### src/hw/rtl/esel_pkg.sv
// esel_pkg: widths, register map, reset values and the control program of
// the encoder speed estimator. No dependencies.
`default_nettype none

package esel_pkg;

   localparam int TICK_W        = 32;
   localparam int THETA_W       = 32;
   localparam int OMEGA_W       = 30;
   localparam int RPM_W         = 22;
   localparam int RATE_W        = 16;
   localparam int STEP_W        = 14;
   localparam int ALPHA_W       = 15;
   localparam int CSR_DATA_W    = 32;
   localparam int CSR_ADDR_W    = 4;
   localparam int CSR_INDEX_LSB = 2;
   localparam int MUL_A_W       = 30;
   localparam int MUL_B_W       = 17;
   localparam int PROD_W        = MUL_A_W + MUL_B_W;
   localparam int ACC_W         = PROD_W + 1;
   localparam int FILT_SHIFT    = 15;

   localparam logic [RATE_W-1:0]  RATE_RESET     = 16'd1000;
   localparam logic [STEP_W-1:0]  MAX_STEP_RESET = 14'd1024;
   localparam logic [ALPHA_W-1:0] ALPHA_RESET    = 15'd29491;

   localparam logic signed [MUL_B_W-1:0] ALPHA_ONE = 17'sd32768;
   localparam logic signed [MUL_B_W-1:0] RPM_SCALE = 17'sd60;
   localparam logic signed [ACC_W-1:0]   ROUND_HALF = 48'sd16384;

   localparam logic signed [ACC_W-1:0] OMEGA_MAX = 48'sd536870911;
   localparam logic signed [ACC_W-1:0] OMEGA_MIN = -48'sd536870912;
   localparam logic signed [ACC_W-1:0] RPM_MAX   = 48'sd2097151;
   localparam logic signed [ACC_W-1:0] RPM_MIN   = -48'sd2097152;

   typedef enum logic [1:0] {
      REG_SAMPLE_RATE = 2'd0,
      REG_MAX_STEP    = 2'd1,
      REG_ALPHA       = 2'd2
   } reg_index_type;

   typedef logic [2:0] step_type;

   localparam step_type STEP_CHECK   = 3'd0;
   localparam step_type STEP_UNWRAP  = 3'd1;
   localparam step_type STEP_RAW_MUL = 3'd2;
   localparam step_type STEP_OLD_MUL = 3'd3;
   localparam step_type STEP_NEW_MUL = 3'd4;
   localparam step_type STEP_FILTER  = 3'd5;
   localparam step_type STEP_RPM_MUL = 3'd6;
   localparam step_type STEP_FINISH  = 3'd7;

   typedef enum logic [1:0] {
      A_DELTA = 2'd0,
      A_OMEGA = 2'd1,
      A_RAW   = 2'd2
   } a_sel_type;

   typedef enum logic [1:0] {
      B_RATE  = 2'd0,
      B_ALPHA = 2'd1,
      B_BETA  = 2'd2,
      B_SIXTY = 2'd3
   } b_sel_type;

   typedef enum logic [1:0] {
      COND_NONE     = 2'd0,
      COND_OLD      = 2'd1,
      COND_NO_SPEED = 2'd2
   } cond_type;

   typedef struct packed {
      logic      mul_en;
      a_sel_type a_sel;
      b_sel_type b_sel;
      logic      do_check;
      logic      do_unwrap;
      logic      do_raw;
      logic      do_acc;
      logic      do_filter;
      logic      do_finish;
      cond_type  cond;
      step_type  target;
   } ctrl_type;

   // control program, one word per step
   function automatic ctrl_type ctrl_rom(input step_type step);
      ctrl_type w;
      w = ctrl_type'('0);
      case (step)
         STEP_CHECK: begin
            w.do_check = 1'b1;
            w.cond     = COND_OLD;
            w.target   = STEP_RPM_MUL;
         end
         STEP_UNWRAP: begin
            w.do_unwrap = 1'b1;
            w.cond      = COND_NO_SPEED;
            w.target    = STEP_RPM_MUL;
         end
         STEP_RAW_MUL: begin
            w.mul_en = 1'b1;
            w.a_sel  = A_DELTA;
            w.b_sel  = B_RATE;
         end
         STEP_OLD_MUL: begin
            w.mul_en = 1'b1;
            w.a_sel  = A_OMEGA;
            w.b_sel  = B_ALPHA;
            w.do_raw = 1'b1;
         end
         STEP_NEW_MUL: begin
            w.mul_en = 1'b1;
            w.a_sel  = A_RAW;
            w.b_sel  = B_BETA;
            w.do_acc = 1'b1;
         end
         STEP_FILTER: begin
            w.do_filter = 1'b1;
         end
         STEP_RPM_MUL: begin
            w.mul_en = 1'b1;
            w.a_sel  = A_OMEGA;
            w.b_sel  = B_SIXTY;
         end
         STEP_FINISH: begin
            w.do_finish = 1'b1;
         end
         default: begin
            w = ctrl_type'('0);
         end
      endcase
      return w;
   endfunction

endpackage

`default_nettype wire

### src/hw/rtl/esel_if.sv
// esel channel interfaces: sample request beat and speed result beat.
// Depends on esel_pkg for field widths.
`default_nettype none

interface esel_req_if #(
   parameter int ANGLE_BITS = 14
);
   logic                          valid;
   logic                          ready;
   logic [esel_pkg::TICK_W-1:0]   sample_tick;
   logic [ANGLE_BITS-1:0]         angle;

   modport source (output valid, sample_tick, angle, input ready);
   modport sink   (input valid, sample_tick, angle, output ready);
endinterface

interface esel_rsp_if;
   logic                                valid;
   logic                                ready;
   logic signed [esel_pkg::THETA_W-1:0] angle_total;
   logic signed [esel_pkg::OMEGA_W-1:0] omega;
   logic signed [esel_pkg::RPM_W-1:0]   speed_rpm;
   logic                                was_new;
   logic                                glitch;

   modport source (output valid, angle_total, omega, speed_rpm, was_new, glitch,
                   input ready);
   modport sink   (input valid, angle_total, omega, speed_rpm, was_new, glitch,
                   output ready);
endinterface

`default_nettype wire

### src/hw/rtl/encoder_speed_estimator_lpf_top.sv
// encoder_speed_estimator_lpf_top: angle unwrap, speed from angle step and
// first-order low-pass, run by a small control program. Uses esel_pkg, esel_if.
//
// One request beat carries a sample tick and an angle; one result beat comes
// back for each. A new tick with a good step walks all 8 steps of the control
// program; a repeated tick jumps from the check step and the first sample after
// reset or a glitch from the unwrap step, ahead to the rpm scaling step. The
// single shared 30x17 multiplier is used in turn for step*rate, the two filter
// products and the rpm scaling. The next request is taken the cycle after the
// result is loaded, while that result still waits.
// Registers: 0x0 sample_rate_hz, 0x4 max_step, 0x8 alpha_q15; write only while idle.
`default_nettype none

module encoder_speed_estimator_lpf_top #(
   parameter int ANGLE_BITS = 14
) (
   input  logic                                clock,
   input  logic                                reset,
   esel_req_if.sink                            req,
   esel_rsp_if.source                          rsp,
   input  logic                                csr_psel,
   input  logic                                csr_penable,
   input  logic                                csr_pwrite,
   input  logic [esel_pkg::CSR_ADDR_W-1:0]     csr_paddr,
   input  logic [esel_pkg::CSR_DATA_W-1:0]     csr_pwdata,
   output logic [esel_pkg::CSR_DATA_W-1:0]     csr_prdata,
   output logic                                csr_pready
);

   localparam int DELTA_W = ANGLE_BITS + 1;
   localparam int WIDE_W  = ANGLE_BITS + 2;
   localparam int CMP_W   = (DELTA_W > esel_pkg::STEP_W) ? DELTA_W : esel_pkg::STEP_W;
   localparam logic signed [WIDE_W-1:0] HALF_TURN = WIDE_W'(2 ** (ANGLE_BITS - 1));
   localparam logic signed [WIDE_W-1:0] FULL_TURN = WIDE_W'(2 ** ANGLE_BITS);

   function automatic logic signed [esel_pkg::OMEGA_W-1:0] sat_omega(
      input logic signed [esel_pkg::ACC_W-1:0] v);
      logic signed [esel_pkg::ACC_W-1:0] c;
      c = v;
      if (v > esel_pkg::OMEGA_MAX) c = esel_pkg::OMEGA_MAX;
      if (v < esel_pkg::OMEGA_MIN) c = esel_pkg::OMEGA_MIN;
      return c[esel_pkg::OMEGA_W-1:0];
   endfunction

   function automatic logic signed [esel_pkg::RPM_W-1:0] sat_rpm(
      input logic signed [esel_pkg::ACC_W-1:0] v);
      logic signed [esel_pkg::ACC_W-1:0] c;
      c = v;
      if (v > esel_pkg::RPM_MAX) c = esel_pkg::RPM_MAX;
      if (v < esel_pkg::RPM_MIN) c = esel_pkg::RPM_MIN;
      return c[esel_pkg::RPM_W-1:0];
   endfunction

   // configuration
   logic [esel_pkg::RATE_W-1:0]  rate_ff, rate_in;
   logic [esel_pkg::STEP_W-1:0]  max_step_ff, max_step_in;
   logic [esel_pkg::ALPHA_W-1:0] alpha_ff, alpha_in;

   // sequencer
   logic                busy_ff, busy_in;
   esel_pkg::step_type  pc_ff, pc_in;
   esel_pkg::ctrl_type  ctrl;

   // estimator state
   logic [esel_pkg::TICK_W-1:0]          last_tick_ff, last_tick_in;
   logic                                 unwrap_ready_ff, unwrap_ready_in;
   logic [ANGLE_BITS-1:0]                prev_angle_ff, prev_angle_in;
   logic [esel_pkg::THETA_W-1:0]         theta_ff, theta_in;
   logic signed [esel_pkg::OMEGA_W-1:0]  omega_ff, omega_in;

   // working registers
   logic [esel_pkg::TICK_W-1:0]          tick_ff, tick_in;
   logic [ANGLE_BITS-1:0]                angle_ff, angle_in;
   logic signed [DELTA_W-1:0]            delta_ff, delta_in;
   logic signed [esel_pkg::PROD_W-1:0]   prod_ff, prod_in;
   logic signed [esel_pkg::OMEGA_W-1:0]  raw_ff, raw_in;
   logic signed [esel_pkg::PROD_W-1:0]   acc_ff, acc_in;
   logic                                 was_new_ff, was_new_in;
   logic                                 glitch_ff, glitch_in;

   // result register
   logic                                 rsp_valid_ff, rsp_valid_in;
   logic [esel_pkg::THETA_W-1:0]         rsp_theta_ff, rsp_theta_in;
   logic signed [esel_pkg::OMEGA_W-1:0]  rsp_omega_ff, rsp_omega_in;
   logic signed [esel_pkg::RPM_W-1:0]    rsp_rpm_ff, rsp_rpm_in;
   logic                                 rsp_new_ff, rsp_new_in;
   logic                                 rsp_glitch_ff, rsp_glitch_in;

   // datapath
   logic                                 accept;
   logic                                 csr_write;
   esel_pkg::reg_index_type              csr_index;
   logic                                 is_new;
   logic signed [WIDE_W-1:0]             delta_diff;
   logic signed [WIDE_W-1:0]             delta_wrap;
   logic signed [DELTA_W-1:0]            delta_now;
   logic [DELTA_W-1:0]                   delta_mag;
   logic                                 over_limit;
   logic                                 no_speed;
   logic                                 step_go;
   logic                                 take_jump;
   logic signed [esel_pkg::MUL_A_W-1:0]  mul_a;
   logic signed [esel_pkg::MUL_B_W-1:0]  mul_b;
   logic signed [esel_pkg::PROD_W-1:0]   prod_now;
   logic signed [esel_pkg::ACC_W-1:0]    filt_sum;
   logic signed [esel_pkg::ACC_W-1:0]    filt_shift;
   logic signed [esel_pkg::ACC_W-1:0]    rpm_shift;

   assign ctrl       = esel_pkg::ctrl_rom(pc_ff);
   assign accept     = req.valid && req.ready;
   assign csr_pready = 1'b1;
   assign csr_write  = csr_psel && csr_penable && csr_pwrite && csr_pready;
   assign csr_index  = esel_pkg::reg_index_type'(
                          csr_paddr[esel_pkg::CSR_ADDR_W-1:esel_pkg::CSR_INDEX_LSB]);

   assign req.ready       = !busy_ff;
   assign rsp.valid       = rsp_valid_ff;
   assign rsp.angle_total = rsp_theta_ff;
   assign rsp.omega       = rsp_omega_ff;
   assign rsp.speed_rpm   = rsp_rpm_ff;
   assign rsp.was_new     = rsp_new_ff;
   assign rsp.glitch      = rsp_glitch_ff;

   always_comb begin
      case (csr_index)
         esel_pkg::REG_SAMPLE_RATE: csr_prdata = esel_pkg::CSR_DATA_W'(rate_ff);
         esel_pkg::REG_MAX_STEP:    csr_prdata = esel_pkg::CSR_DATA_W'(max_step_ff);
         esel_pkg::REG_ALPHA:       csr_prdata = esel_pkg::CSR_DATA_W'(alpha_ff);
         default:                   csr_prdata = '0;
      endcase
   end

   // step wrapped to a half turn
   always_comb begin
      is_new     = tick_ff != last_tick_ff;
      delta_diff = $signed({2'b00, angle_ff}) - $signed({2'b00, prev_angle_ff});
      if (delta_diff > HALF_TURN) begin
         delta_wrap = delta_diff - FULL_TURN;
      end else if (delta_diff < -HALF_TURN) begin
         delta_wrap = delta_diff + FULL_TURN;
      end else begin
         delta_wrap = delta_diff;
      end
      delta_now  = delta_wrap[DELTA_W-1:0];
      delta_mag  = (delta_now < 0) ? DELTA_W'(-delta_now) : DELTA_W'(delta_now);
      over_limit = CMP_W'(delta_mag) > CMP_W'(max_step_ff);
      no_speed   = !unwrap_ready_ff || over_limit;
   end

   // shared multiplier
   always_comb begin
      case (ctrl.a_sel)
         esel_pkg::A_DELTA: mul_a = esel_pkg::MUL_A_W'(delta_ff);
         esel_pkg::A_OMEGA: mul_a = omega_ff;
         esel_pkg::A_RAW:   mul_a = raw_ff;
         default:           mul_a = '0;
      endcase
      case (ctrl.b_sel)
         esel_pkg::B_RATE:  mul_b = $signed({1'b0, rate_ff});
         esel_pkg::B_ALPHA: mul_b = $signed({2'b00, alpha_ff});
         esel_pkg::B_BETA:  mul_b = esel_pkg::ALPHA_ONE - $signed({2'b00, alpha_ff});
         esel_pkg::B_SIXTY: mul_b = esel_pkg::RPM_SCALE;
         default:           mul_b = '0;
      endcase
      prod_now = esel_pkg::PROD_W'(mul_a) * esel_pkg::PROD_W'(mul_b);
   end

   assign filt_sum   = esel_pkg::ACC_W'(acc_ff) + esel_pkg::ACC_W'(prod_ff)
                       + esel_pkg::ROUND_HALF;
   assign filt_shift = filt_sum >>> esel_pkg::FILT_SHIFT;
   assign rpm_shift  = esel_pkg::ACC_W'(prod_ff) >>> ANGLE_BITS;

   assign step_go   = busy_ff && (!ctrl.do_finish || !rsp_valid_ff || rsp.ready);
   assign take_jump = ((ctrl.cond == esel_pkg::COND_OLD) && !is_new)
                   || ((ctrl.cond == esel_pkg::COND_NO_SPEED) && no_speed);

   always_comb begin
      rate_in         = rate_ff;
      max_step_in     = max_step_ff;
      alpha_in        = alpha_ff;
      busy_in         = busy_ff;
      pc_in           = pc_ff;
      last_tick_in    = last_tick_ff;
      unwrap_ready_in = unwrap_ready_ff;
      prev_angle_in   = prev_angle_ff;
      theta_in        = theta_ff;
      omega_in        = omega_ff;
      tick_in         = tick_ff;
      angle_in        = angle_ff;
      delta_in        = delta_ff;
      prod_in         = prod_ff;
      raw_in          = raw_ff;
      acc_in          = acc_ff;
      was_new_in      = was_new_ff;
      glitch_in       = glitch_ff;
      rsp_valid_in    = rsp_valid_ff && !rsp.ready;
      rsp_theta_in    = rsp_theta_ff;
      rsp_omega_in    = rsp_omega_ff;
      rsp_rpm_in      = rsp_rpm_ff;
      rsp_new_in      = rsp_new_ff;
      rsp_glitch_in   = rsp_glitch_ff;

      if (csr_write) begin
         case (csr_index)
            esel_pkg::REG_SAMPLE_RATE: rate_in     = csr_pwdata[esel_pkg::RATE_W-1:0];
            esel_pkg::REG_MAX_STEP:    max_step_in = csr_pwdata[esel_pkg::STEP_W-1:0];
            esel_pkg::REG_ALPHA:       alpha_in    = csr_pwdata[esel_pkg::ALPHA_W-1:0];
            default: begin
            end
         endcase
      end

      if (accept) begin
         busy_in  = 1'b1;
         pc_in    = esel_pkg::STEP_CHECK;
         tick_in  = req.sample_tick;
         angle_in = req.angle;
      end else if (step_go) begin
         if (ctrl.do_finish) begin
            busy_in = 1'b0;
            pc_in   = esel_pkg::STEP_CHECK;
         end else if (take_jump) begin
            pc_in = ctrl.target;
         end else begin
            pc_in = pc_ff + 3'd1;
         end

         if (ctrl.mul_en) begin
            prod_in = prod_now;
         end
         if (ctrl.do_check) begin
            was_new_in = is_new;
            glitch_in  = 1'b0;
            if (is_new) begin
               last_tick_in = tick_ff;
            end
         end
         if (ctrl.do_unwrap) begin
            unwrap_ready_in = 1'b1;
            prev_angle_in   = angle_ff;
            delta_in        = delta_now;
            if (!unwrap_ready_ff) begin
               theta_in = esel_pkg::THETA_W'(angle_ff);
            end else begin
               theta_in  = theta_ff + esel_pkg::THETA_W'(delta_now);
               glitch_in = over_limit;
            end
         end
         if (ctrl.do_raw) begin
            raw_in = sat_omega(esel_pkg::ACC_W'(prod_ff));
         end
         if (ctrl.do_acc) begin
            acc_in = prod_ff;
         end
         if (ctrl.do_filter) begin
            omega_in = sat_omega(filt_shift);
         end
         if (ctrl.do_finish) begin
            rsp_valid_in  = 1'b1;
            rsp_theta_in  = theta_ff;
            rsp_omega_in  = omega_ff;
            rsp_rpm_in    = sat_rpm(rpm_shift);
            rsp_new_in    = was_new_ff;
            rsp_glitch_in = glitch_ff;
         end
      end
   end

   always_ff @(posedge clock) begin
      if (reset) begin
         rate_ff         <= esel_pkg::RATE_RESET;
         max_step_ff     <= esel_pkg::MAX_STEP_RESET;
         alpha_ff        <= esel_pkg::ALPHA_RESET;
         busy_ff         <= 1'b0;
         pc_ff           <= esel_pkg::STEP_CHECK;
         last_tick_ff    <= '0;
         unwrap_ready_ff <= 1'b0;
         prev_angle_ff   <= '0;
         theta_ff        <= '0;
         omega_ff        <= '0;
         rsp_valid_ff    <= 1'b0;
      end else begin
         rate_ff         <= rate_in;
         max_step_ff     <= max_step_in;
         alpha_ff        <= alpha_in;
         busy_ff         <= busy_in;
         pc_ff           <= pc_in;
         last_tick_ff    <= last_tick_in;
         unwrap_ready_ff <= unwrap_ready_in;
         prev_angle_ff   <= prev_angle_in;
         theta_ff        <= theta_in;
         omega_ff        <= omega_in;
         rsp_valid_ff    <= rsp_valid_in;
      end
   end

   always_ff @(posedge clock) begin
      tick_ff       <= tick_in;
      angle_ff      <= angle_in;
      delta_ff      <= delta_in;
      prod_ff       <= prod_in;
      raw_ff        <= raw_in;
      acc_ff        <= acc_in;
      was_new_ff    <= was_new_in;
      glitch_ff     <= glitch_in;
      rsp_theta_ff  <= rsp_theta_in;
      rsp_omega_ff  <= rsp_omega_in;
      rsp_rpm_ff    <= rsp_rpm_in;
      rsp_new_ff    <= rsp_new_in;
      rsp_glitch_ff <= rsp_glitch_in;
   end

   // idle sequencer always sits at the program start
   a_idle_at_start: assert property (@(posedge clock) disable iff (reset)
      !busy_ff |-> pc_ff == esel_pkg::STEP_CHECK)
      else $error("sequencer idle away from program start");

   // an accepted beat starts the program
   a_accept_starts: assert property (@(posedge clock) disable iff (reset)
      accept |=> busy_ff && pc_ff == esel_pkg::STEP_CHECK)
      else $error("accepted beat did not start the program");

   // a result is loaded only from the last step
   a_result_from_finish: assert property (@(posedge clock) disable iff (reset)
      $rose(rsp_valid_ff) |-> $past(pc_ff) == esel_pkg::STEP_FINISH)
      else $error("result loaded outside the finish step");

   // skipped filter leaves the speed alone
   a_hold_on_skip: assert property (@(posedge clock) disable iff (reset)
      busy_ff && pc_ff == esel_pkg::STEP_UNWRAP && no_speed |=> $stable(omega_ff))
      else $error("speed changed on glitch or first sample");

   // glitch only on a new sample
   a_glitch_new: assert property (@(posedge clock) disable iff (reset)
      rsp_valid_ff |-> !(rsp_glitch_ff && !rsp_new_ff))
      else $error("glitch flagged on a repeated tick");

endmodule

`default_nettype wire

### src/flat_wrapper.sv
// flat-port wrapper written by rule: the top's interface ports become plain ports
module encoder_speed_estimator_lpf_top_flat 
#(
   parameter int ANGLE_BITS = 14
)
  (clock, reset, csr_psel, csr_penable, csr_pwrite, csr_paddr, csr_pwdata, csr_prdata, csr_pready, req_valid, req_sample_tick, req_angle, req_ready, rsp_valid, rsp_angle_total, rsp_omega, rsp_speed_rpm, rsp_was_new, rsp_glitch, rsp_ready);
  esel_req_if #(.ANGLE_BITS(ANGLE_BITS)) req_i ();
  esel_rsp_if rsp_i ();
  input  logic clock;
  input  logic reset;
  input  logic csr_psel;
  input  logic csr_penable;
  input  logic csr_pwrite;
  input  logic [esel_pkg::CSR_ADDR_W-1:0] csr_paddr;
  input  logic [esel_pkg::CSR_DATA_W-1:0] csr_pwdata;
  output logic [esel_pkg::CSR_DATA_W-1:0] csr_prdata;
  output logic csr_pready;
  input wire logic [$bits(req_i.valid)-1:0] req_valid;
  input wire logic [$bits(req_i.sample_tick)-1:0] req_sample_tick;
  input wire logic [$bits(req_i.angle)-1:0] req_angle;
  output wire logic [$bits(req_i.ready)-1:0] req_ready;
  output wire logic [$bits(rsp_i.valid)-1:0] rsp_valid;
  output wire logic [$bits(rsp_i.angle_total)-1:0] rsp_angle_total;
  output wire logic [$bits(rsp_i.omega)-1:0] rsp_omega;
  output wire logic [$bits(rsp_i.speed_rpm)-1:0] rsp_speed_rpm;
  output wire logic [$bits(rsp_i.was_new)-1:0] rsp_was_new;
  output wire logic [$bits(rsp_i.glitch)-1:0] rsp_glitch;
  input wire logic [$bits(rsp_i.ready)-1:0] rsp_ready;
  assign req_i.valid = req_valid;
  assign req_i.sample_tick = req_sample_tick;
  assign req_i.angle = req_angle;
  assign req_ready = req_i.ready;
  assign rsp_valid = rsp_i.valid;
  assign rsp_angle_total = rsp_i.angle_total;
  assign rsp_omega = rsp_i.omega;
  assign rsp_speed_rpm = rsp_i.speed_rpm;
  assign rsp_was_new = rsp_i.was_new;
  assign rsp_glitch = rsp_i.glitch;
  assign rsp_i.ready = rsp_ready;
  encoder_speed_estimator_lpf_top #(.ANGLE_BITS(ANGLE_BITS)) u_core (.clock(clock), .reset(reset), .req(req_i), .rsp(rsp_i), .csr_psel(csr_psel), .csr_penable(csr_penable), .csr_pwrite(csr_pwrite), .csr_paddr(csr_paddr), .csr_pwdata(csr_pwdata), .csr_prdata(csr_prdata), .csr_pready(csr_pready));
endmodule
### config.mk
export PLATFORM = sky130hd
export DESIGN_NAME = encoder_speed_estimator_lpf_top_flat
export DESIGN_NICKNAME = d
export VERILOG_FILES = /design/src/hw/rtl/esel_pkg.sv /design/src/hw/rtl/esel_if.sv /design/src/hw/rtl/encoder_speed_estimator_lpf_top.sv /design/src/flat_wrapper.sv
export SDC_FILE = /design/constraint.sdc
export NUM_CORES = 2
export LEC_CHECK = 0
export BUFFER_PORTS_ARGS = -buffer_cell sky130_fd_sc_hd__buf_4
export CAP_MARGIN = 20
export CORE_MARGIN = 2
export CORE_UTILIZATION = 40
export CTS_BUF_LIST = sky130_fd_sc_hd__clkbuf_2
export CTS_CLUSTER_DIAMETER = 80
export DETAILED_ROUTE_END_ITERATION = 8
export GPL_ROUTABILITY_DRIVEN = 1
export PLACE_DENSITY_LB_ADDON = 0.25
export SYNTH_ARGS = -nofsm -noshare
export SYNTH_HDL_FRONTEND = slang
export SYNTH_SLANG_ARGS = --single-unit
### constraint.sdc
create_clock -name clock -period 10.9 [get_ports clock]
set_clock_uncertainty 0.15 [all_clocks]
set_input_delay 1.09 -clock clock [delete_from_list [all_inputs] [get_ports clock]]
set_output_delay 1.09 -clock clock [all_outputs]
set_load 0.02 [all_outputs]
==> impl_metrics.tcl <==
set metrics [dict create \
    run_status "finished, final reports clean" \
    area_growth_pct 11.9 \
    post_cts_buffers 0 \
    antenna_found_initial 6 \
    seq_area_um2 11400 \
    tritoncts "done" \
    cts_sinks 432 \
    cts_buffers 114 \
    ys_seq_elements 432 \
    yosysUniqueCellTypes 77 \
    start_kind "register" \
    cp.arrival_ps 10880 \
    worstSkewPairLatency_ps 1240 \
    final_nets 5192 \
    netlist_area_um2 38800 \
    critical_path_required_ps 11710 \
    crit_family "adder cells" \
    syn_inst 4104 \
    ir_worst_vdd_uv 125 \
    fmax_ghz 0.0993 \
    final_cell_mix "inv_1, nor2_1, nand2_1" \
    vias 29800 \
    min_path_type "register to register" \
    ff2ff_setup_slack_ps 830 \
    coreArea_um2 96400 \
    grt.overflow.total 0 \
    die_h_um 316 \
    cpMaxStageDelayCell "fa_1" \
    tightest_slew_ps 1180 \
    multiInputGateArea_um2 24400 \
    dpl.cell_count 5462 \
    power.leakage_nw 20.0 \
    cts_root_buffer "clkbuf_2" \
    drive_gt1_frac 0.107 \
    setup_viol 0 \
    criticalPathCategory "register to register" \
    place_hpwl_um 82800 \
    maxSlewHeadroom 0.216 \
    drtAntennaViolNets 0 \
    synth.yosys.seq_area_share 0.293 \
    clk_path_buf_depth 3 \
    h-tree-depth 3 \
    drt_iter0_markers 2023 \
    wl_per_cell_um 18.9 \
    grt_usage 0.222 \
    syn_avg_cell_area_um2 9.46 \
    power.density_nw_per_um2 165 \
    place_congestion 0.898 \
    finalInstanceArea_um2 43500 \
    fin_cells 5741 \
    die_w_um 316 \
    dpl-instance-area_um2 41700 \
    timing.critical_path.mode_cell "fa_1" \
    max-cap-violations 0 \
    initial_core_util 0.403 \
    synthesis.yosys.warnings 0 \
    drc 0 \
    cp_slowest_stage_delay_ps 590 \
    crit_fanout 12 \
    grt_pass1_vias 30400 \
    clk_pin_slew_ps 100 \
    worst-path-buf-inv 4 \
    fillCellCount 9446 \
    drt_wl_total_um 108000 \
    viasPerCell 5.20 \
    grt_max_degree 75 \
    rsz0062_at_grt "no" \
    num_io_pins 210 \
    hold_viol 0 \
    ys.flop_type "edfxtp_1" \
    period_share 0.924 \
    mostFrequentLayoutCell "inv_1" \
    period_needed_ps 10070 \
    dieArea_um2 99600 \
    grt_pass1_wl_um 171000 \
    portBuffers 174 \
    postSynth.asyncResetShare 0 \
    first_pass_iters 7 \
    rows 114 \
    cp-end-kind "register" \
    finalMaxSlewViolations 0 \
    finalSetupTns_ps 0 \
    synth_edf_count 273 \
]
[what timing repair did]
action | in CTS | in global routing
endpoints found under the hold margin | 105 | 0
hold buffers | 66 | 0
setup endpoints to repair | 0 | 0
resized for setup | 0 | 0
[final cells by class]
type,instances,share of cell area
diodes,3,0.000173
clock buffers,179,0.0206
repair buffers,307,0.0573
multi-input cells,2852,0.562
flip-flops and latches,432,0.262
inverters,662,0.0572
well taps,1276,0.0367
clock inverters,30,0.00406
[worst reg2reg max path: cells and delay by family, from the launching register on]
| kind | cells | cell delay [ps] |
|---|---|---|
| compound gates | 8 | 2550 |
| fa+ha+maj | 7 | 3590 |
| buf+inv | 4 | 220 |
| flops | 1 | 350 |
| mux | 1 | 190 |
| simple gates | 10 | 2840 |
[per-stage QoR]
step	hold slack, ps	utilization	power [mW]	worst slack (ps)
final	268	0.451	7.16	831
after global placement	293	0.432	5.91	932
after CTS	219	0.451	7.19	895
after detailed placement	300	0.433	5.97	851
after global routing	223	0.451	7.84	407
after floorplan	250	-	4.95	2070
[state kept, by name, indices dropped and copies added, names as in the netlist, 22 cells and up]
register / flops
u_core.theta_ff: 32
u_core.rsp.angle_total: 32
u_core.acc_ff: 47
u_core.last_tick_ff: 32
u_core.rsp.omega: 30
u_core.rsp.speed_rpm: 22
u_core.raw_ff: 30
u_core.prod_ff: 47
u_core.tick_ff: 32
u_core.omega_ff: 30
[where the power goes]
part,switching [mW],internal [mW]
clock,0.703,0.467
combinational,2.38,1.63
sequential,0.0403,1.94
total,3.13,4.03
[metal layers]
metal,track usage,vias up,part of all wire
met4,0.0657,6,0.022
met3,0.0421,142,0.077
met1,0.308,14700,0.44
li1,-,14000,-
met2,0.354,993,0.46
met5,0,-,0.00037
[synth_stat cells (20+ instances only)]
master    count  area, um^2
nor2_1      489        1840
nand4_1      30         188
a22oi_1      27         203
edfxtp_1    273        8200
dfxtp_1     159        3180
inv_1       658        2470
nor4_1       20         125
nand3_1      46         230
mux2i_1      88         881
a31oi_1      20         125
clkbuf_1    136         510
nand2_1     467        1750
ha_1        271        3390
a21oi_1     208        1040
xnor2_1      78         683
o21ai_1      27         135
o211ai_1     45         338
o21ai_0      81         405
nor3_1       35         175
xor2_1       68         596
a21o_1       67         503
o21a_1       80         601
fa_1        463        9270
and3_1       20         125
[kinds of logic after synthesis]
kind of cell,Yosys count,synth area share
fa+ha+maj,734,0.326
compound gates,664,0.111
mux,90,0.0233
xor+xnor,146,0.0329
flops,432,0.293
simple gates,1201,0.131
other cells,2,0.000193
buf+inv,835,0.0831
[path summary, 6_finish.rpt]
check	start	end	cells after the start
max reg2reg	u_core.alpha_ff[0]	u_core.prod_ff[46]	30
min reg2reg	u_core.theta_ff[0]	u_core.rsp.angle_total[0]	0
min	u_core.theta_ff[0]	u_core.rsp.angle_total[0]	0
max	u_core.alpha_ff[0]	u_core.prod_ff[46]	30
No activity file was read; power rests on OpenSTA's default activity.
